**src/rtl/xnt_pkg.sv**
```systemverilog
// Shared types, character constants and result codes for the XML node tokenizer.
// Used by the front end, queue, back end and top level; depends on nothing.
package xnt_pkg;

	localparam logic [31:0] MASK31 = 32'h7FFF_FFFF;
	localparam logic [31:0] CH_LT  = 32'h0000_003C;
	localparam logic [31:0] CH_GT  = 32'h0000_003E;
	localparam logic [31:0] CH_AM  = 32'h0000_0026;
	localparam logic [31:0] CH_SC  = 32'h0000_003B;
	localparam logic [31:0] CH_SL  = 32'h0000_002F;
	localparam logic [31:0] CH_EP  = 32'h0000_0021;
	localparam logic [31:0] CH_LB  = 32'h0000_005B;
	localparam logic [31:0] CH_RB  = 32'h0000_005D;
	localparam logic [31:0] CH_MN  = 32'h0000_002D;
	localparam logic [31:0] CH_SP  = 32'h0000_0020;
	localparam logic [31:0] CH_TAB = 32'h0000_0009;
	localparam logic [31:0] CH_LF  = 32'h0000_000A;
	localparam logic [31:0] CH_CR  = 32'h0000_000D;
	localparam logic [31:0] CH_NUL = 32'h0000_0000;

	localparam logic [2:0] EV_CHAR   = 3'd0;
	localparam logic [2:0] EV_NODE   = 3'd1;
	localparam logic [2:0] EV_SYNTAX = 3'd2;
	localparam logic [2:0] EV_UNTERM = 3'd3;
	localparam logic [2:0] EV_END    = 3'd4;

	localparam logic [1:0] K_TEXT = 2'd0;
	localparam logic [1:0] K_TAG  = 2'd1;
	localparam logic [1:0] K_REF  = 2'd2;
	localparam logic [1:0] K_END  = 2'd3;

	localparam int QDEPTH = 4;
	localparam int QAW    = $clog2(QDEPTH);

	typedef enum logic [12:0] {
		S_IDLE = 13'b0_0000_0000_0001,
		S_TEXT = 13'b0_0000_0000_0010,
		S_STAG = 13'b0_0000_0000_0100,
		S_NTAG = 13'b0_0000_0000_1000,
		S_ETAG = 13'b0_0000_0001_0000,
		S_PTAG = 13'b0_0000_0010_0000,
		S_BTAG = 13'b0_0000_0100_0000,
		S_RTAG = 13'b0_0000_1000_0000,
		S_SREF = 13'b0_0001_0000_0000,
		S_BGCM = 13'b0_0010_0000_0000,
		S_CTAG = 13'b0_0100_0000_0000,
		S_ENCM = 13'b0_1000_0000_0000,
		S_FNCM = 13'b1_0000_0000_0000
	} scan_st_t;

	typedef struct packed {
		logic [2:0]  event_res;
		logic [30:0] content_char;
		logic [1:0]  node_kind;
		logic        amp_prefix;
		logic [31:0] node_line;
	} result_t;

	// an entry holds the one or two results of one accepted word
	typedef struct packed {
		result_t r0;
		result_t r1;
		logic    two;
	} entry_t;

	function automatic result_t char_res(input logic [31:0] c);
		result_t r;
		r.event_res    = EV_CHAR;
		r.content_char = c[30:0];
		r.node_kind    = K_TEXT;
		r.amp_prefix   = 1'b0;
		r.node_line    = '0;
		return r;
	endfunction

	function automatic result_t node_res(input logic [1:0] kind, input logic amp,
		input logic [31:0] line);
		result_t r;
		r.event_res    = EV_NODE;
		r.content_char = '0;
		r.node_kind    = kind;
		r.amp_prefix   = amp;
		r.node_line    = line;
		return r;
	endfunction

	function automatic result_t code_res(input logic [2:0] ev);
		result_t r;
		r.event_res    = ev;
		r.content_char = '0;
		r.node_kind    = K_TEXT;
		r.amp_prefix   = 1'b0;
		r.node_line    = '0;
		return r;
	endfunction

endpackage

```
**src/rtl/xnt_in_if.sv**
```systemverilog
// Character input channel of the XML node tokenizer.
// Plain valid/ready channel; no package dependency.
interface xnt_in_if;
	logic        valid;
	logic        ready;
	logic        command;
	logic [31:0] char_code;
	logic [31:0] line_number;

	modport source(output valid, command, char_code, line_number, input ready);
	modport sink(input valid, command, char_code, line_number, output ready);
endinterface

```
**src/rtl/xnt_out_if.sv**
```systemverilog
// Event output channel of the XML node tokenizer.
// Plain valid/ready channel; no package dependency.
interface xnt_out_if;
	logic        valid;
	logic        ready;
	logic [2:0]  event_res;
	logic [30:0] content_char;
	logic [1:0]  node_kind;
	logic        amp_prefix;
	logic [31:0] node_line;
	logic        last;

	modport source(output valid, event_res, content_char, node_kind, amp_prefix,
		node_line, last, input ready);
	modport sink(input valid, event_res, content_char, node_kind, amp_prefix,
		node_line, last, output ready);
endinterface

```
**src/rtl/xnt_front.sv**
```systemverilog
// Front end: accepts characters, runs the scanner state machine and builds
// the zero, one or two results of each word. Depends on xnt_pkg and xnt_in_if.
module xnt_front (
	input  logic             clk,
	input  logic             arst_n,
	xnt_in_if.sink           in_ch,
	input  logic             cfg_wr_en,
	input  logic             cfg_wr_data,
	input  logic             q_full,
	output logic             push,
	output xnt_pkg::entry_t  push_entry
);

	xnt_pkg::scan_st_t state_q, state_d;
	logic [31:0]       start_line_q, start_line_d;
	logic              resume_q;
	logic              acc;
	logic [1:0]        cnt;
	logic [31:0]       c;
	logic [31:0]       m;

	assign in_ch.ready = !q_full;
	assign acc         = in_ch.valid && in_ch.ready;
	assign c           = in_ch.char_code;
	assign m           = c & xnt_pkg::MASK31;

	always_comb begin
		state_d         = state_q;
		start_line_d    = start_line_q;
		cnt             = 2'd0;
		push_entry.r0   = xnt_pkg::code_res(xnt_pkg::EV_END);
		push_entry.r1   = xnt_pkg::code_res(xnt_pkg::EV_END);
		if (in_ch.command) begin
			state_d = xnt_pkg::S_IDLE;
			unique case (state_q)
				xnt_pkg::S_IDLE: begin
					cnt = 2'd1;
				end
				xnt_pkg::S_TEXT: begin
					push_entry.r0 = xnt_pkg::node_res(xnt_pkg::K_TEXT, 1'b0, start_line_q);
					cnt = 2'd2;
				end
				xnt_pkg::S_SREF: begin
					push_entry.r0 = xnt_pkg::node_res(xnt_pkg::K_TEXT, 1'b1, start_line_q);
					cnt = 2'd2;
				end
				default: begin
					push_entry.r0 = xnt_pkg::code_res((state_q == xnt_pkg::S_FNCM) ?
						xnt_pkg::EV_UNTERM : xnt_pkg::EV_SYNTAX);
					cnt = resume_q ? 2'd2 : 2'd1;
				end
			endcase
		end else begin
			unique case (state_q)
				xnt_pkg::S_TEXT: begin
					if (c == xnt_pkg::CH_LT || c == xnt_pkg::CH_AM) begin
						push_entry.r0 = xnt_pkg::node_res(xnt_pkg::K_TEXT, 1'b0,
							start_line_q);
						cnt          = 2'd1;
						start_line_d = in_ch.line_number;
						state_d      = (c == xnt_pkg::CH_LT) ? xnt_pkg::S_STAG :
							xnt_pkg::S_SREF;
					end else begin
						push_entry.r0 = xnt_pkg::char_res(c);
						cnt = 2'd1;
					end
				end
				xnt_pkg::S_STAG: begin
					priority if (c == xnt_pkg::CH_GT) begin
						push_entry.r0 = xnt_pkg::node_res(xnt_pkg::K_TAG, 1'b0, start_line_q);
						cnt     = 2'd1;
						state_d = xnt_pkg::S_IDLE;
					end else if (c == xnt_pkg::CH_SL) begin
						state_d = xnt_pkg::S_ETAG;
					end else begin
						push_entry.r0 = xnt_pkg::char_res(c);
						cnt     = 2'd1;
						state_d = (c == xnt_pkg::CH_EP) ? xnt_pkg::S_PTAG : xnt_pkg::S_NTAG;
					end
				end
				xnt_pkg::S_NTAG, xnt_pkg::S_ETAG: begin
					cnt = 2'd1;
					if (c == xnt_pkg::CH_GT) begin
						push_entry.r0 = xnt_pkg::node_res((state_q == xnt_pkg::S_ETAG) ?
							xnt_pkg::K_END : xnt_pkg::K_TAG, 1'b0, start_line_q);
						state_d = xnt_pkg::S_IDLE;
					end else begin
						push_entry.r0 = xnt_pkg::char_res(c);
					end
				end
				xnt_pkg::S_PTAG: begin
					push_entry.r0 = xnt_pkg::char_res(c);
					cnt = 2'd1;
					priority if (c == xnt_pkg::CH_LB) state_d = xnt_pkg::S_BTAG;
					else if (c == xnt_pkg::CH_MN) state_d = xnt_pkg::S_BGCM;
					else state_d = xnt_pkg::S_NTAG;
				end
				xnt_pkg::S_BTAG: begin
					push_entry.r0 = xnt_pkg::char_res(c);
					cnt = 2'd1;
					if (c == xnt_pkg::CH_RB) state_d = xnt_pkg::S_RTAG;
				end
				xnt_pkg::S_RTAG: begin
					cnt = 2'd1;
					if (c == xnt_pkg::CH_GT) begin
						push_entry.r0 = xnt_pkg::node_res(xnt_pkg::K_TAG, 1'b0, start_line_q);
						state_d = xnt_pkg::S_IDLE;
					end else begin
						push_entry.r0 = xnt_pkg::char_res(c);
						if (c != xnt_pkg::CH_RB) state_d = xnt_pkg::S_BTAG;
					end
				end
				xnt_pkg::S_SREF: begin
					priority if (c == xnt_pkg::CH_SC) begin
						push_entry.r0 = xnt_pkg::node_res(xnt_pkg::K_REF, 1'b0, start_line_q);
						cnt     = 2'd1;
						state_d = xnt_pkg::S_IDLE;
					end else if (c == xnt_pkg::CH_LT) begin
						// dangling '&' turns into text, then the tag starts
						push_entry.r0 = xnt_pkg::node_res(xnt_pkg::K_TEXT, 1'b1,
							start_line_q);
						cnt          = 2'd1;
						start_line_d = in_ch.line_number;
						state_d      = xnt_pkg::S_STAG;
					end else begin
						push_entry.r0 = xnt_pkg::char_res(c);
						cnt = 2'd1;
					end
				end
				xnt_pkg::S_BGCM: begin
					push_entry.r0 = xnt_pkg::char_res(c);
					cnt     = 2'd1;
					state_d = (c == xnt_pkg::CH_MN) ? xnt_pkg::S_CTAG : xnt_pkg::S_NTAG;
				end
				xnt_pkg::S_CTAG: begin
					push_entry.r0 = xnt_pkg::char_res(c);
					cnt = 2'd1;
					if (c == xnt_pkg::CH_MN) state_d = xnt_pkg::S_ENCM;
				end
				xnt_pkg::S_ENCM: begin
					push_entry.r0 = xnt_pkg::char_res(c);
					cnt     = 2'd1;
					state_d = (c == xnt_pkg::CH_MN) ? xnt_pkg::S_FNCM : xnt_pkg::S_CTAG;
				end
				xnt_pkg::S_FNCM: begin
					cnt = 2'd1;
					if (c == xnt_pkg::CH_GT) begin
						push_entry.r0 = xnt_pkg::node_res(xnt_pkg::K_TAG, 1'b0, start_line_q);
						state_d = xnt_pkg::S_IDLE;
					end else begin
						push_entry.r0 = xnt_pkg::char_res(c);
						state_d = xnt_pkg::S_CTAG;
					end
				end
				default: begin
					// idle: find the start of the next node
					state_d = xnt_pkg::S_IDLE;
					priority if (c == xnt_pkg::CH_LT) begin
						start_line_d = in_ch.line_number;
						state_d      = xnt_pkg::S_STAG;
					end else if (c == xnt_pkg::CH_AM) begin
						start_line_d = in_ch.line_number;
						state_d      = xnt_pkg::S_SREF;
					end else if (c == xnt_pkg::CH_NUL) begin
						cnt = 2'd1;
					end else if (!(m == xnt_pkg::CH_SP || m == xnt_pkg::CH_TAB ||
						m == xnt_pkg::CH_LF || m == xnt_pkg::CH_CR)) begin
						start_line_d  = in_ch.line_number;
						push_entry.r0 = xnt_pkg::char_res(m);
						cnt           = 2'd1;
						state_d       = xnt_pkg::S_TEXT;
					end
				end
			endcase
		end
		push_entry.two = (cnt == 2'd2);
	end

	assign push           = acc && (cnt != 2'd0);

	always_ff @(posedge clk or negedge arst_n) begin
		if (!arst_n) begin
			state_q      <= xnt_pkg::S_IDLE;
			start_line_q <= '0;
			resume_q     <= 1'b0;
		end else begin
			if (acc) begin
				state_q      <= state_d;
				start_line_q <= start_line_d;
			end
			if (cfg_wr_en) resume_q <= cfg_wr_data;
		end
	end

endmodule

```
**src/rtl/xnt_queue.sv**
```systemverilog
// Short queue of result entries between the front and back ends.
// Register-based ring buffer; depends on xnt_pkg.
module xnt_queue (
	input  logic             clk,
	input  logic             arst_n,
	input  logic             push,
	input  xnt_pkg::entry_t  push_entry,
	input  logic             pop,
	output xnt_pkg::entry_t  head,
	output logic             full,
	output logic             empty
);

	xnt_pkg::entry_t            slot_q [xnt_pkg::QDEPTH];
	logic [xnt_pkg::QAW-1:0]    wr_ptr_q, rd_ptr_q;
	logic [xnt_pkg::QAW:0]      cnt_q;
	logic                       do_wr, do_rd;

	assign full  = (cnt_q == (xnt_pkg::QAW+1)'(xnt_pkg::QDEPTH));
	assign empty = (cnt_q == '0);
	assign do_wr = push && !full;
	assign do_rd = pop && !empty;
	assign head  = slot_q[rd_ptr_q];

	function automatic logic [xnt_pkg::QAW-1:0] nxt(input logic [xnt_pkg::QAW-1:0] p);
		return (p == xnt_pkg::QAW'(xnt_pkg::QDEPTH - 1)) ? '0 : p + 1'b1;
	endfunction

	always_ff @(posedge clk or negedge arst_n) begin
		if (!arst_n) begin
			wr_ptr_q <= '0;
			rd_ptr_q <= '0;
			cnt_q    <= '0;
		end else begin
			if (do_wr) wr_ptr_q <= nxt(wr_ptr_q);
			if (do_rd) rd_ptr_q <= nxt(rd_ptr_q);
			unique case ({do_wr, do_rd})
				2'b10:   cnt_q <= cnt_q + 1'b1;
				2'b01:   cnt_q <= cnt_q - 1'b1;
				default: cnt_q <= cnt_q;
			endcase
		end
	end

	always_ff @(posedge clk) begin
		if (do_wr) slot_q[wr_ptr_q] <= push_entry;
	end

endmodule

```
**src/rtl/xnt_back.sv**
```systemverilog
// Back end: takes entries from the queue and issues their results one word
// at a time from a holding register. Depends on xnt_pkg and xnt_out_if.
module xnt_back (
	input  logic             clk,
	input  logic             arst_n,
	input  xnt_pkg::entry_t  head,
	input  logic             q_empty,
	output logic             pop,
	xnt_out_if.source        out_ch
);

	xnt_pkg::entry_t ent_q;
	logic            has_q;
	logic            idx_q;
	logic            final_word;
	logic            finish;
	xnt_pkg::result_t sel;

	assign final_word = idx_q || !ent_q.two;
	assign finish     = has_q && out_ch.ready && final_word;
	assign pop        = !q_empty && (!has_q || finish);
	assign sel        = idx_q ? ent_q.r1 : ent_q.r0;

	assign out_ch.valid        = has_q;
	assign out_ch.event_res    = sel.event_res;
	assign out_ch.content_char = sel.content_char;
	assign out_ch.node_kind    = sel.node_kind;
	assign out_ch.amp_prefix   = sel.amp_prefix;
	assign out_ch.node_line    = sel.node_line;
	assign out_ch.last         = final_word;

	always_ff @(posedge clk or negedge arst_n) begin
		if (!arst_n) begin
			has_q <= 1'b0;
			idx_q <= 1'b0;
		end else begin
			priority if (pop) begin
				has_q <= 1'b1;
				idx_q <= 1'b0;
			end else if (finish) begin
				has_q <= 1'b0;
				idx_q <= 1'b0;
			end else if (has_q && out_ch.ready) begin
				idx_q <= 1'b1;
			end
		end
	end

	always_ff @(posedge clk) begin
		if (pop) ent_q <= head;
	end

endmodule

```
**src/rtl/xml_node_tokenizer.sv**
```systemverilog
// XML node tokenizer, top level: front end, entry queue and back end.
// Depends on xnt_pkg, xnt_in_if, xnt_out_if, xnt_front, xnt_queue, xnt_back.
//
// Takes one character word per cycle and emits one event word per cycle when
// not stalled. Each character is resolved by a single scanner state
// transition in the front end, so input is accepted every cycle while the
// four-entry queue has room; a character yields zero, one or two events (two
// only at end of stream, after open text, a dangling '&' or an error in
// resume mode), and the back end drains one event per cycle while the output
// is ready, so sustained input rate equals the output rate when most
// characters produce one event. The user must write resume_on_error through
// cfg_wr_en/cfg_wr_data only while idle; the block does not enforce this.
module xml_node_tokenizer (
	input  logic      clk,
	input  logic      arst_n,
	input  logic      cfg_wr_en,
	input  logic      cfg_wr_data,
	xnt_in_if.sink    char_stream,
	xnt_out_if.source event_stream
);

	logic            push, pop, q_full, q_empty;
	xnt_pkg::entry_t push_entry, head;

	xnt_front u_front (
		.clk         (clk),
		.arst_n      (arst_n),
		.in_ch       (char_stream),
		.cfg_wr_en   (cfg_wr_en),
		.cfg_wr_data (cfg_wr_data),
		.q_full      (q_full),
		.push        (push),
		.push_entry  (push_entry)
	);

	xnt_queue u_queue (
		.clk        (clk),
		.arst_n     (arst_n),
		.push       (push),
		.push_entry (push_entry),
		.pop        (pop),
		.head       (head),
		.full       (q_full),
		.empty      (q_empty)
	);

	xnt_back u_back (
		.clk     (clk),
		.arst_n  (arst_n),
		.head    (head),
		.q_empty (q_empty),
		.pop     (pop),
		.out_ch  (event_stream)
	);

endmodule
```
**src/flat_wrapper.sv**
```systemverilog
// flat-port wrapper written by rule: the top's interface ports become plain ports
module xml_node_tokenizer_flat 
  (clk, arst_n, cfg_wr_en, cfg_wr_data, char_stream_valid, char_stream_command, char_stream_char_code, char_stream_line_number, char_stream_ready, event_stream_valid, event_stream_event_res, event_stream_content_char, event_stream_node_kind, event_stream_amp_prefix, event_stream_node_line, event_stream_last, event_stream_ready);
  xnt_in_if char_stream_i ();
  xnt_out_if event_stream_i ();
  input  logic clk;
  input  logic arst_n;
  input  logic cfg_wr_en;
  input  logic cfg_wr_data;
  input wire logic [$bits(char_stream_i.valid)-1:0] char_stream_valid;
  input wire logic [$bits(char_stream_i.command)-1:0] char_stream_command;
  input wire logic [$bits(char_stream_i.char_code)-1:0] char_stream_char_code;
  input wire logic [$bits(char_stream_i.line_number)-1:0] char_stream_line_number;
  output wire logic [$bits(char_stream_i.ready)-1:0] char_stream_ready;
  output wire logic [$bits(event_stream_i.valid)-1:0] event_stream_valid;
  output wire logic [$bits(event_stream_i.event_res)-1:0] event_stream_event_res;
  output wire logic [$bits(event_stream_i.content_char)-1:0] event_stream_content_char;
  output wire logic [$bits(event_stream_i.node_kind)-1:0] event_stream_node_kind;
  output wire logic [$bits(event_stream_i.amp_prefix)-1:0] event_stream_amp_prefix;
  output wire logic [$bits(event_stream_i.node_line)-1:0] event_stream_node_line;
  output wire logic [$bits(event_stream_i.last)-1:0] event_stream_last;
  input wire logic [$bits(event_stream_i.ready)-1:0] event_stream_ready;
  assign char_stream_i.valid = char_stream_valid;
  assign char_stream_i.command = char_stream_command;
  assign char_stream_i.char_code = char_stream_char_code;
  assign char_stream_i.line_number = char_stream_line_number;
  assign char_stream_ready = char_stream_i.ready;
  assign event_stream_valid = event_stream_i.valid;
  assign event_stream_event_res = event_stream_i.event_res;
  assign event_stream_content_char = event_stream_i.content_char;
  assign event_stream_node_kind = event_stream_i.node_kind;
  assign event_stream_amp_prefix = event_stream_i.amp_prefix;
  assign event_stream_node_line = event_stream_i.node_line;
  assign event_stream_last = event_stream_i.last;
  assign event_stream_i.ready = event_stream_ready;
  xml_node_tokenizer u_core (.clk(clk), .arst_n(arst_n), .cfg_wr_en(cfg_wr_en), .cfg_wr_data(cfg_wr_data), .char_stream(char_stream_i), .event_stream(event_stream_i));
endmodule
```
**config.mk**
```make
export PLATFORM = sky130hd
export DESIGN_NAME = xml_node_tokenizer_flat
export DESIGN_NICKNAME = d
export VERILOG_FILES = /design/src/rtl/xnt_pkg.sv /design/src/rtl/xnt_in_if.sv /design/src/rtl/xnt_out_if.sv /design/src/rtl/xnt_front.sv /design/src/rtl/xnt_queue.sv /design/src/rtl/xnt_back.sv /design/src/rtl/xml_node_tokenizer.sv /design/src/flat_wrapper.sv
export SDC_FILE = /design/constraint.sdc
export NUM_CORES = 1
export LEC_CHECK = 0
export BUFFER_PORTS_ARGS = -buffer_cell sky130_fd_sc_hd__buf_2
export CORE_MARGIN = 3
export CORE_UTILIZATION = 39
export CTS_CLUSTER_DIAMETER = 200
export CTS_CLUSTER_SIZE = 20
export DETAILED_ROUTE_END_ITERATION = 10
export GPL_TIMING_DRIVEN = 0
export MAX_ROUTING_LAYER = met4
export PLACE_DENSITY = 0.64
export SETUP_SLACK_MARGIN = 0.4
export SLEW_MARGIN = 30
export SYNTH_ARGS = -nofsm -noshare
export SYNTH_HDL_FRONTEND = slang
export SYNTH_SLANG_ARGS = --single-unit
```
**constraint.sdc**
```tcl
create_clock -name clk -period 5.4 [get_ports clk]
set_clock_uncertainty 0.2 [all_clocks]
set_input_delay 0.27 -clock clk [delete_from_list [all_inputs] [get_ports clk]]
set_output_delay 0.27 -clock clk [all_outputs]
set_load 0.1 [all_outputs]
```
# ---- Word level (Yosys, flattened, before mapping)
# Memories as Yosys holds them, arrays and structs flattened. A register that Yosys moved wholly into a read port is not among the register bits.
# Cells that the tools add are included.
dict set report word_totals {
  register_bits 124
  latch_bits 0
  ram_bits 280
  romBits 0
  input_bits 71
  output_inout_bits 72
  elab_cells 163
  memories 1
}
dict set report classes {
  addsub 4
  mul 0
  div_mod_pow 0
  n_lt_le_gt_ge 0
  n_eq_ne 44
  shifts 0
  mux 68
  n_bitwise 2
  reduce_logical 31
}
# memory depth width rd rd_ports_with_merged_regs wr line
set memory_table {}
lappend memory_table {u_core.u_queue.slot_q 4 70 1 1 1 xnt_queue.sv:14} ;# xnt_pkg::entry_t slot_q [xnt_pkg::QDEPTH];
# operator count
set ops {}
lappend ops {{$mux 69} 8}
lappend ops {{$pmux 69 s6} 1}
lappend ops {{$mux 67} 5}
lappend ops {{$eq 32x6->1 const B} 7}
lappend ops {{$mux 32} 7}
lappend ops {{$pmux 69 s3} 1}
lappend ops {{$pmux 13 s11} 1}
lappend ops {{$mux 13} 10}
lappend ops {{$pmux 32 s3} 1}
lappend ops {{$eq 31x4->1 const B} 3}
lappend ops {{$eq 32x7->1 const B} 2}
lappend ops {{$logic_not 32->1} 1}
lappend ops {{$ne 32x7->1 const B} 1}
lappend ops {{$eq 31x6->1 const B} 1}
lappend ops {{$mux 9} 3}
lappend ops {{$mux 11} 2}
lappend ops {{$mux 10} 2}
lappend ops {{$mux 6} 3}
lappend ops {{$mux 1} 14}
lappend ops {{$mux 2} 7}
lappend ops {{$eq 13x1->1 const B} 1}
lappend ops {{$eq 13x10->1 const B} 1}
lappend ops {{$eq 13x11->1 const B} 1}
lappend ops {{$eq 13x12->1 const B} 1}
lappend ops {{35 further kinds} 65}

# ---- Longest topological paths before layout
dict set report depth {
  word_depth 15
  ltp_mapped 14
}

# ---- By module
# Synthesis repeated with hierarchy kept, for this count alone.
dict set report hier_totals {
  hier_cells 1453
  hier_area_um2 30220.2
}
# module instances cells_each area_each_um2 seq_area_each_um2
set by_module_without_submodules {}
lappend by_module_without_submodules {xnt_queue 1 769 20519.7 16871.2}
lappend by_module_without_submodules {xnt_back 1 225 5393.9 4224.1}
lappend by_module_without_submodules {xnt_front 1 459 4306.6 1152.4}

# ---- Worst setup path after synthesis
# OpenSTA, ideal clock, no wires.
dict set report synth_path {
  kind {register to register}
  start {reg u_core.u_back.idx_q}
  end {reg u_core.u_queue.cnt_q[2] in the netlist's numbering}
  setup_ps 79
  arrival_time_ps 6354
  required_time_ps 5121
  setup_slack_ps -1233
  path_stages_with_launch 11
  cell_sequence {dfrtp_1 -> inv_1 -> nand2_1 -> nand2_1 -> a21oi_1 -> ha_1 -> inv_1 -> fa_1 -> xor2_1 -> nor2_1 -> xor2_1}
}
dict set report synth_via {
  elab_chain_len 7
  elab_cells_between_ends 9
}
# element line
set synth_rtl {}
lappend synth_rtl {{start, declared} xnt_back.sv:14} ;# logic idx_q;
lappend synth_rtl {{start signal, assigned} xnt_back.sv:35} ;# idx_q <= 1'b0;
lappend synth_rtl {{start signal, assigned} xnt_back.sv:39} ;# idx_q <= 1'b0;
lappend synth_rtl {{start signal, assigned} xnt_back.sv:42} ;# idx_q <= 1'b0;
lappend synth_rtl {{$logic_or 1x1->1 *} xnt_back.sv:19} ;# assign final_word = idx_q || !ent_q.two;
lappend synth_rtl {{via event_stream_last} flat_wrapper.sv:21} ;# output wire logic [$bits(event_stream_i.last)-1:0] event_stream_last;
lappend synth_rtl {{$logic_and 1x1->1 *} xnt_back.sv:20} ;# assign finish = has_q && out_ch.ready && final_word;
lappend synth_rtl {{$logic_or 1x1->1 *} xnt_back.sv:21} ;# assign pop = !q_empty && (!has_q || finish);
lappend synth_rtl {{$logic_and 1x1->1 *} xnt_back.sv:21}
lappend synth_rtl {{via u_core.pop} xml_node_tokenizer.sv:22} ;# logic push, pop, q_full, q_empty;
lappend synth_rtl {{$logic_and 1x1->1 *} xnt_queue.sv:22} ;# assign do_rd = pop && !empty;
lappend synth_rtl {{$eq 2x1->1 / $eq 2x2->1 (equally long branches)} xnt_queue.sv:37} ;# unique case ({do_wr, do_rd})
lappend synth_rtl {{$pmux 3 s2 / $reduce_bool 2->1 (equally long branches)} n/a}
lappend synth_rtl {{end signal, assigned} xnt_queue.sv:38} ;# 2'b10: cnt_q <= cnt_q + 1'b1;
lappend synth_rtl {{end signal, assigned} xnt_queue.sv:39} ;# 2'b01: cnt_q <= cnt_q - 1'b1;
lappend synth_rtl {{end signal, assigned} xnt_queue.sv:40} ;# default: cnt_q <= cnt_q;
lappend synth_rtl {{end, declared} xnt_queue.sv:16} ;# logic [xnt_pkg::QAW:0] cnt_q;
# Mark *: on every way through the listed nets, which the timed path passes. The rest lies on a longest branch.
# A chain may end at the register's enable or synchronous reset.

# ---- Final worst setup path
dict set report layout_path {
  start {reg u_core.u_front.state_q[1]}
  end {mem u_core.u_queue.slot_q[1][56] in the netlist's numbering (enable)}
}
dict set report layout_via {
  elab_chain_len 9
  elab_cells_between_ends 23
}
# element line
set layout_rtl {}
lappend layout_rtl {{start, declared} xnt_front.sv:14} ;# xnt_pkg::scan_st_t state_q, state_d;
lappend layout_rtl {{start signal, assigned} xnt_front.sv:183} ;# state_q <= xnt_pkg::S_IDLE;
lappend layout_rtl {{start signal, assigned} xnt_front.sv:188} ;# state_q <= state_d;
lappend layout_rtl {{$eq 13x13->1, or another cell as far along} xnt_front.sv:54} ;# unique case (state_q)
lappend layout_rtl {{$reduce_or 11->1 (no source line) / $reduce_or 2->1 (equally long branches)} n/a}
lappend layout_rtl {{$pmux 1 s2 / $pmux 2 s2 (equally long branches)} {xnt_front.sv:54, xnt_front.sv:35}}
lappend layout_rtl {{$mux 2 *} xnt_front.sv:33} ;# if (in_ch.command) begin
lappend layout_rtl {{$reduce_bool 2->1 *} xnt_front.sv:179} ;# assign push = acc && (cnt != 2'd0);
lappend layout_rtl {{$logic_and 1x1->1 *} xnt_front.sv:179}
lappend layout_rtl {{$logic_and 1x1->1 *} xnt_queue.sv:21} ;# assign do_wr = push && !full;
lappend layout_rtl {{$mux 1 *} xnt_queue.sv:46} ;# if (do_wr) slot_q[wr_ptr_q] <= push_entry;
lappend layout_rtl {{$mux 1 (not written as such) *} xnt_queue.sv:46}
lappend layout_rtl {{end, declared} xnt_queue.sv:14}
# Mark *: on every way between the ends. The rest lies on a longest branch, timed or not.

==> summary.md <==
| Metric | Value |
|---|---|
| Biggest area consumer among synthesized cells | `edfxtp_1` |
| I/O Pins | `143` |
| Maximum number of pins on one net before global-route repair | `35` |
| Synthesized area divided by synthesized cell count | `between 15 and 20 um^2` |
| Start of the worst register-to-register path | `u_core.u_front.state_q[1]$_DFFE_PN0P_` |
| Seq/Total Area, Yosys | `71.4%` |
| Highest fanout seen on the critical path | `26` |
| Overflow after GRT | `0` |
| Worst min-delay path category | `primary input to flip-flop` |
| Later-pin clock latency in the skew report | `~0.56 ns` |
| Routed via count divided by cell count | `roughly 5.2` |
| Core Region | `approximately 42000 um^2` |
| Status | `complete, no violations` |
| Asr flop ratio synth | `a little over an eighth` |
| Vias after detailed routing | `between 9k and 10k` |
| Final Slew Violations | `0` |
| Weighted congestion reported at the end of routability-driven placement | `~0.9` |
| CP Data Arrival Time | `between 4 and 5 ns` |
| Synth Flop Type | `edfxtp_1` |
| Gr usage total | `17.2%` |
| Max frequency | `229 MHz` |
| Slack of the worst reg-to-reg path | `1.04 ns` |
| Startpoint Class | `flip-flop` |
| Worst relative slew slack | `31.2%` |
| Overall die height | `around 210 um` |
| Routed Antenna Nets | `0` |
| Post-layout minimum cycle time | `about 4.4 ns` |
| Wire length after detailed routing | `~38 mm` |
| Count of nets after finishing | `~1.3k` |
| Yosys synthesis warning count | `0` |
| Worst min-delay path endpoint | `u_core.u_queue.slot_q[2][38]$_DFFE_PP_` |
| Vias in the first global route | `roughly 9.5k` |
| Global-route wire length before repair | `around 58 mm` |
| Layout cell share with drive strength beyond 1 | `between 20% and 30%` |
| Maximum capacitance violations | `0` |
| Smallest hold slack | `0.0294 ns` |
| Die footprint | `~45000 um^2` |
| Largest cells by area after synthesis | `edfxtp_1 63%, mux4_2 9.5%, dfrtp_1 8.1%` |
| Worst Setup End Kind | `flip-flop` |
| Setup violations, final | `0` |
| Area of the mapped netlist | `roughly 17000 um^2` |
| Standby leakage power | `7.04 nW` |
| HPWL after detailed placement | `between 20 and 30 mm` |
| Worst Hold Launch | `char_stream_char_code[2]` |
| Area growth from synthesis to layout | `18.3%` |
| CTS buffer count | `24` |
| Rows | `75` |
| Net count after synthesis | `about 1.0k` |
| Maximum count of clock buffers along a single path | `3` |
| TritonCTS clock tree | `yes` |
| CTS sink count | `slightly above 400` |
| Number of stages on the worst hold path | `2` |
| Final hold violation count | `0` |
| Post CTS Setup Buffer Count | `0` |
| Count of buffers from port buffering | `between 100 and 150` |
| Post-synth cell types | `between 70 and 80` |
| Number of synthesized register bits | `405` |
| Antenna violations before repair | `2` |
| Worst reg2reg path endpoint | `u_core.u_queue.slot_q[1][56]$_DFFE_PP_` |
| Cell count after synthesis | `952` |
| Worst Path Class, Setup | `flip-flop to flip-flop` |
| First-iteration detailed-routing DRC count | `560` |
| Final Cycle Share | `between 80% and 90%` |
| Average wire per cell in the routed design | `21.4 um` |
| Share of the synthesized area in the top cell type | `approximately 63%` |
| Transition time of the tightest slew-check pin | `between 1 and 1.5 ns` |
| Areal power density over the cells | `about 610 nW/um^2` |
| Depth of the worst register-to-register path | `8` |
| Width of the chip | `approximately 210 um` |
| Worst IR Drop VDD | `roughly 0.34 mV` |
| Initial core utilization | `between 30% and 40%` |
| Data required time of the critical path | `5.44 ns` |
| Clock transition at path regs | `~0.08 ns` |
| Router iterations before antenna repair | `5` |
| H-tree depth reported by CTS | `1` |
| Number of enable-type register cells in the synthesized netlist | `350` |
| Root Driver | `clkbuf_16` |
| Detailed-route DRC error count | `0` |
| Total power draw | `between 10 and 15 mW` |
| Unrepaired setup endpoints after global routing | `no` |
==> metal layers <==
layer	vias to the layer above	wire length, um	track usage (%)
li1	4182	-	-
met1	4764	16700	23.3
met2	178	18800	28.5
met3	35	1400	1.99
met4	0	623	3.46
met5	-	0	-
==> what timing repair did <==
action / in CTS / in global routing
resized for setup: 0 / 0
hold endpoints to repair: 192 / 0
hold buffers: 64 / 0
==> worst max-delay path by stage <==
stage	start	to	slack [ns]	cells past startpoint
after floorplan	u_core.u_back.idx_q$_DFFE_PN0P_	u_core.u_queue.cnt_q[2]$_DFFE_PN0P_	0.46	10
after global placement	u_core.u_front.state_q[1]$_DFFE_PN0P_	u_core.u_queue.slot_q[1][66]$_DFFE_PP_	-1.18	6
after detailed placement	u_core.u_front.state_q[1]$_DFFE_PN0P_	u_core.u_queue.slot_q[1][53]$_DFFE_PP_	1.0	8
final	u_core.u_front.state_q[1]$_DFFE_PN0P_	u_core.u_queue.slot_q[1][56]$_DFFE_PP_	1.04	8
after CTS	u_core.u_front.state_q[1]$_DFFE_PN0P_	u_core.u_queue.slot_q[1][56]$_DFFE_PP_	0.96	8
after global routing	u_core.u_front.state_q[1]$_DFFE_PN0P_	u_core.u_queue.slot_q[1][56]$_DFFE_PP_	0.75	8
==> per-stage QoR <==
step | util, % | cells | setup TNS (ns) | setup slack [ns] | area, um^2
finish | 46.9 | 1751 | 0 | 1.04 | 19700
global route | 46.9 | 1751 | 0 | 0.753 | 19700
CTS | 46.8 | 1749 | 0 | 0.956 | 19700
detailed placement | 43.7 | 1645 | 0 | 0.998 | 18400
global placement | 42.9 | 1631 | -317.28 | -1.18 | 18000
floorplan | - | 952 | 0 | 0.463 | 16700
==> cell usage in the layout (no fill, tap or decap), drive strengths merged, types with 20 or more instances in the layout <==
cell	netlist	layout
dlygate4sd3	0	63
buf	15	165
nor2b	94	94
clkbuf	33	76
nand2	23	23
dfrtp	54	54
and2	37	37
nor2	36	36
mux2	45	45
mux4	70	70
edfxtp	350	350
nor3	20	20
==> registers in the layout, summed over array words and instances, names as in the netlist <==
signal / cells
u_core.u_queue.cnt_q: 3
u_core.u_front.start_line_q: 32
u_core.u_queue.rd_ptr_q: 2
u_core.u_back.out_ch.valid: 1
u_core.u_back.idx_q: 1
u_core.u_queue.slot_q: 280
u_core.u_front.state_q: 13
u_core.u_queue.wr_ptr_q: 2
u_core.u_front.resume_q: 1
u_core.u_back.ent_q: 70
==> critical path, cell delays in order, from the launching register on <==
cell       delay [ns]
dfrtp_1          0.47
or4_1            0.54
clkbuf_1         0.20
a2111oi_0        0.75
a2111oi_0        0.25
a31oi_1          0.59
and2_4           0.51
buf_12           0.26
buf_12           0.24
==> cell type report <==
type / instances / area, um^2
antenna: 2 / 5.00
buffer: 48 / 223
clock buffer: 38 / 653
clock inverter: 2 / 32.5
fill: 3669 / 22300
inverter: 17 / 63.8
multi-input combinational: 482 / 4510
sequential: 405 / 11900
tap: 539 / 674
timing repair buffer: 218 / 1660
==> report_power, final <==
group          total (mW)  switching, mW  leakage (nW)  internal, mW
sequential           4.82          0.258          3.98          4.56
clock                1.82          0.979         0.326         0.843
combinational        5.31           3.85          2.73          1.46
total                12.0           5.09          7.04          6.86
==> cell families (layout without fill, tap and decap cells) <==
group                      after synthesis  count (layout)  share of synthesized area [%]
other                                    0               2                              0
adders and majority gates                7               7                          0.571
buffers and inverters                   65             323                           1.68
muxes                                  118             118                           12.8
AOI/OAI and AO/OA                       53              53                           2.20
xor gates and xnor gates                 8               8                          0.421
and+or+nand+nor                        296             296                           10.9
DFF                                    405             405                           71.4
==> cells in the mapped netlist (3+ instances only) <==
master,instances
and4_1,3
nor2b_1,94
a21oi_1,11
buf_6,4
nor4_2,3
o32ai_1,3
nand4b_1,3
nand4_1,13
ha_1,6
nor3_1,16
clkbuf_1,33
nand2b_1,4
dfrtp_1,54
nor2_1,35
xnor2_1,3
nor4_1,6
mux2_1,33
nand2_1,22
or2_2,4
nand3_1,12
mux2i_1,3
nand3b_1,3
edfxtp_1,350
and2_1,37
a31oi_1,5
mux2_4,7
nor3b_1,8
mux4_2,70
o21ai_0,10
or3_1,5
buf_1,9
xor2_1,5
or4_1,6
mux2_2,5
inv_1,17
and3_1,6
(Power assumes the default switching activity.)
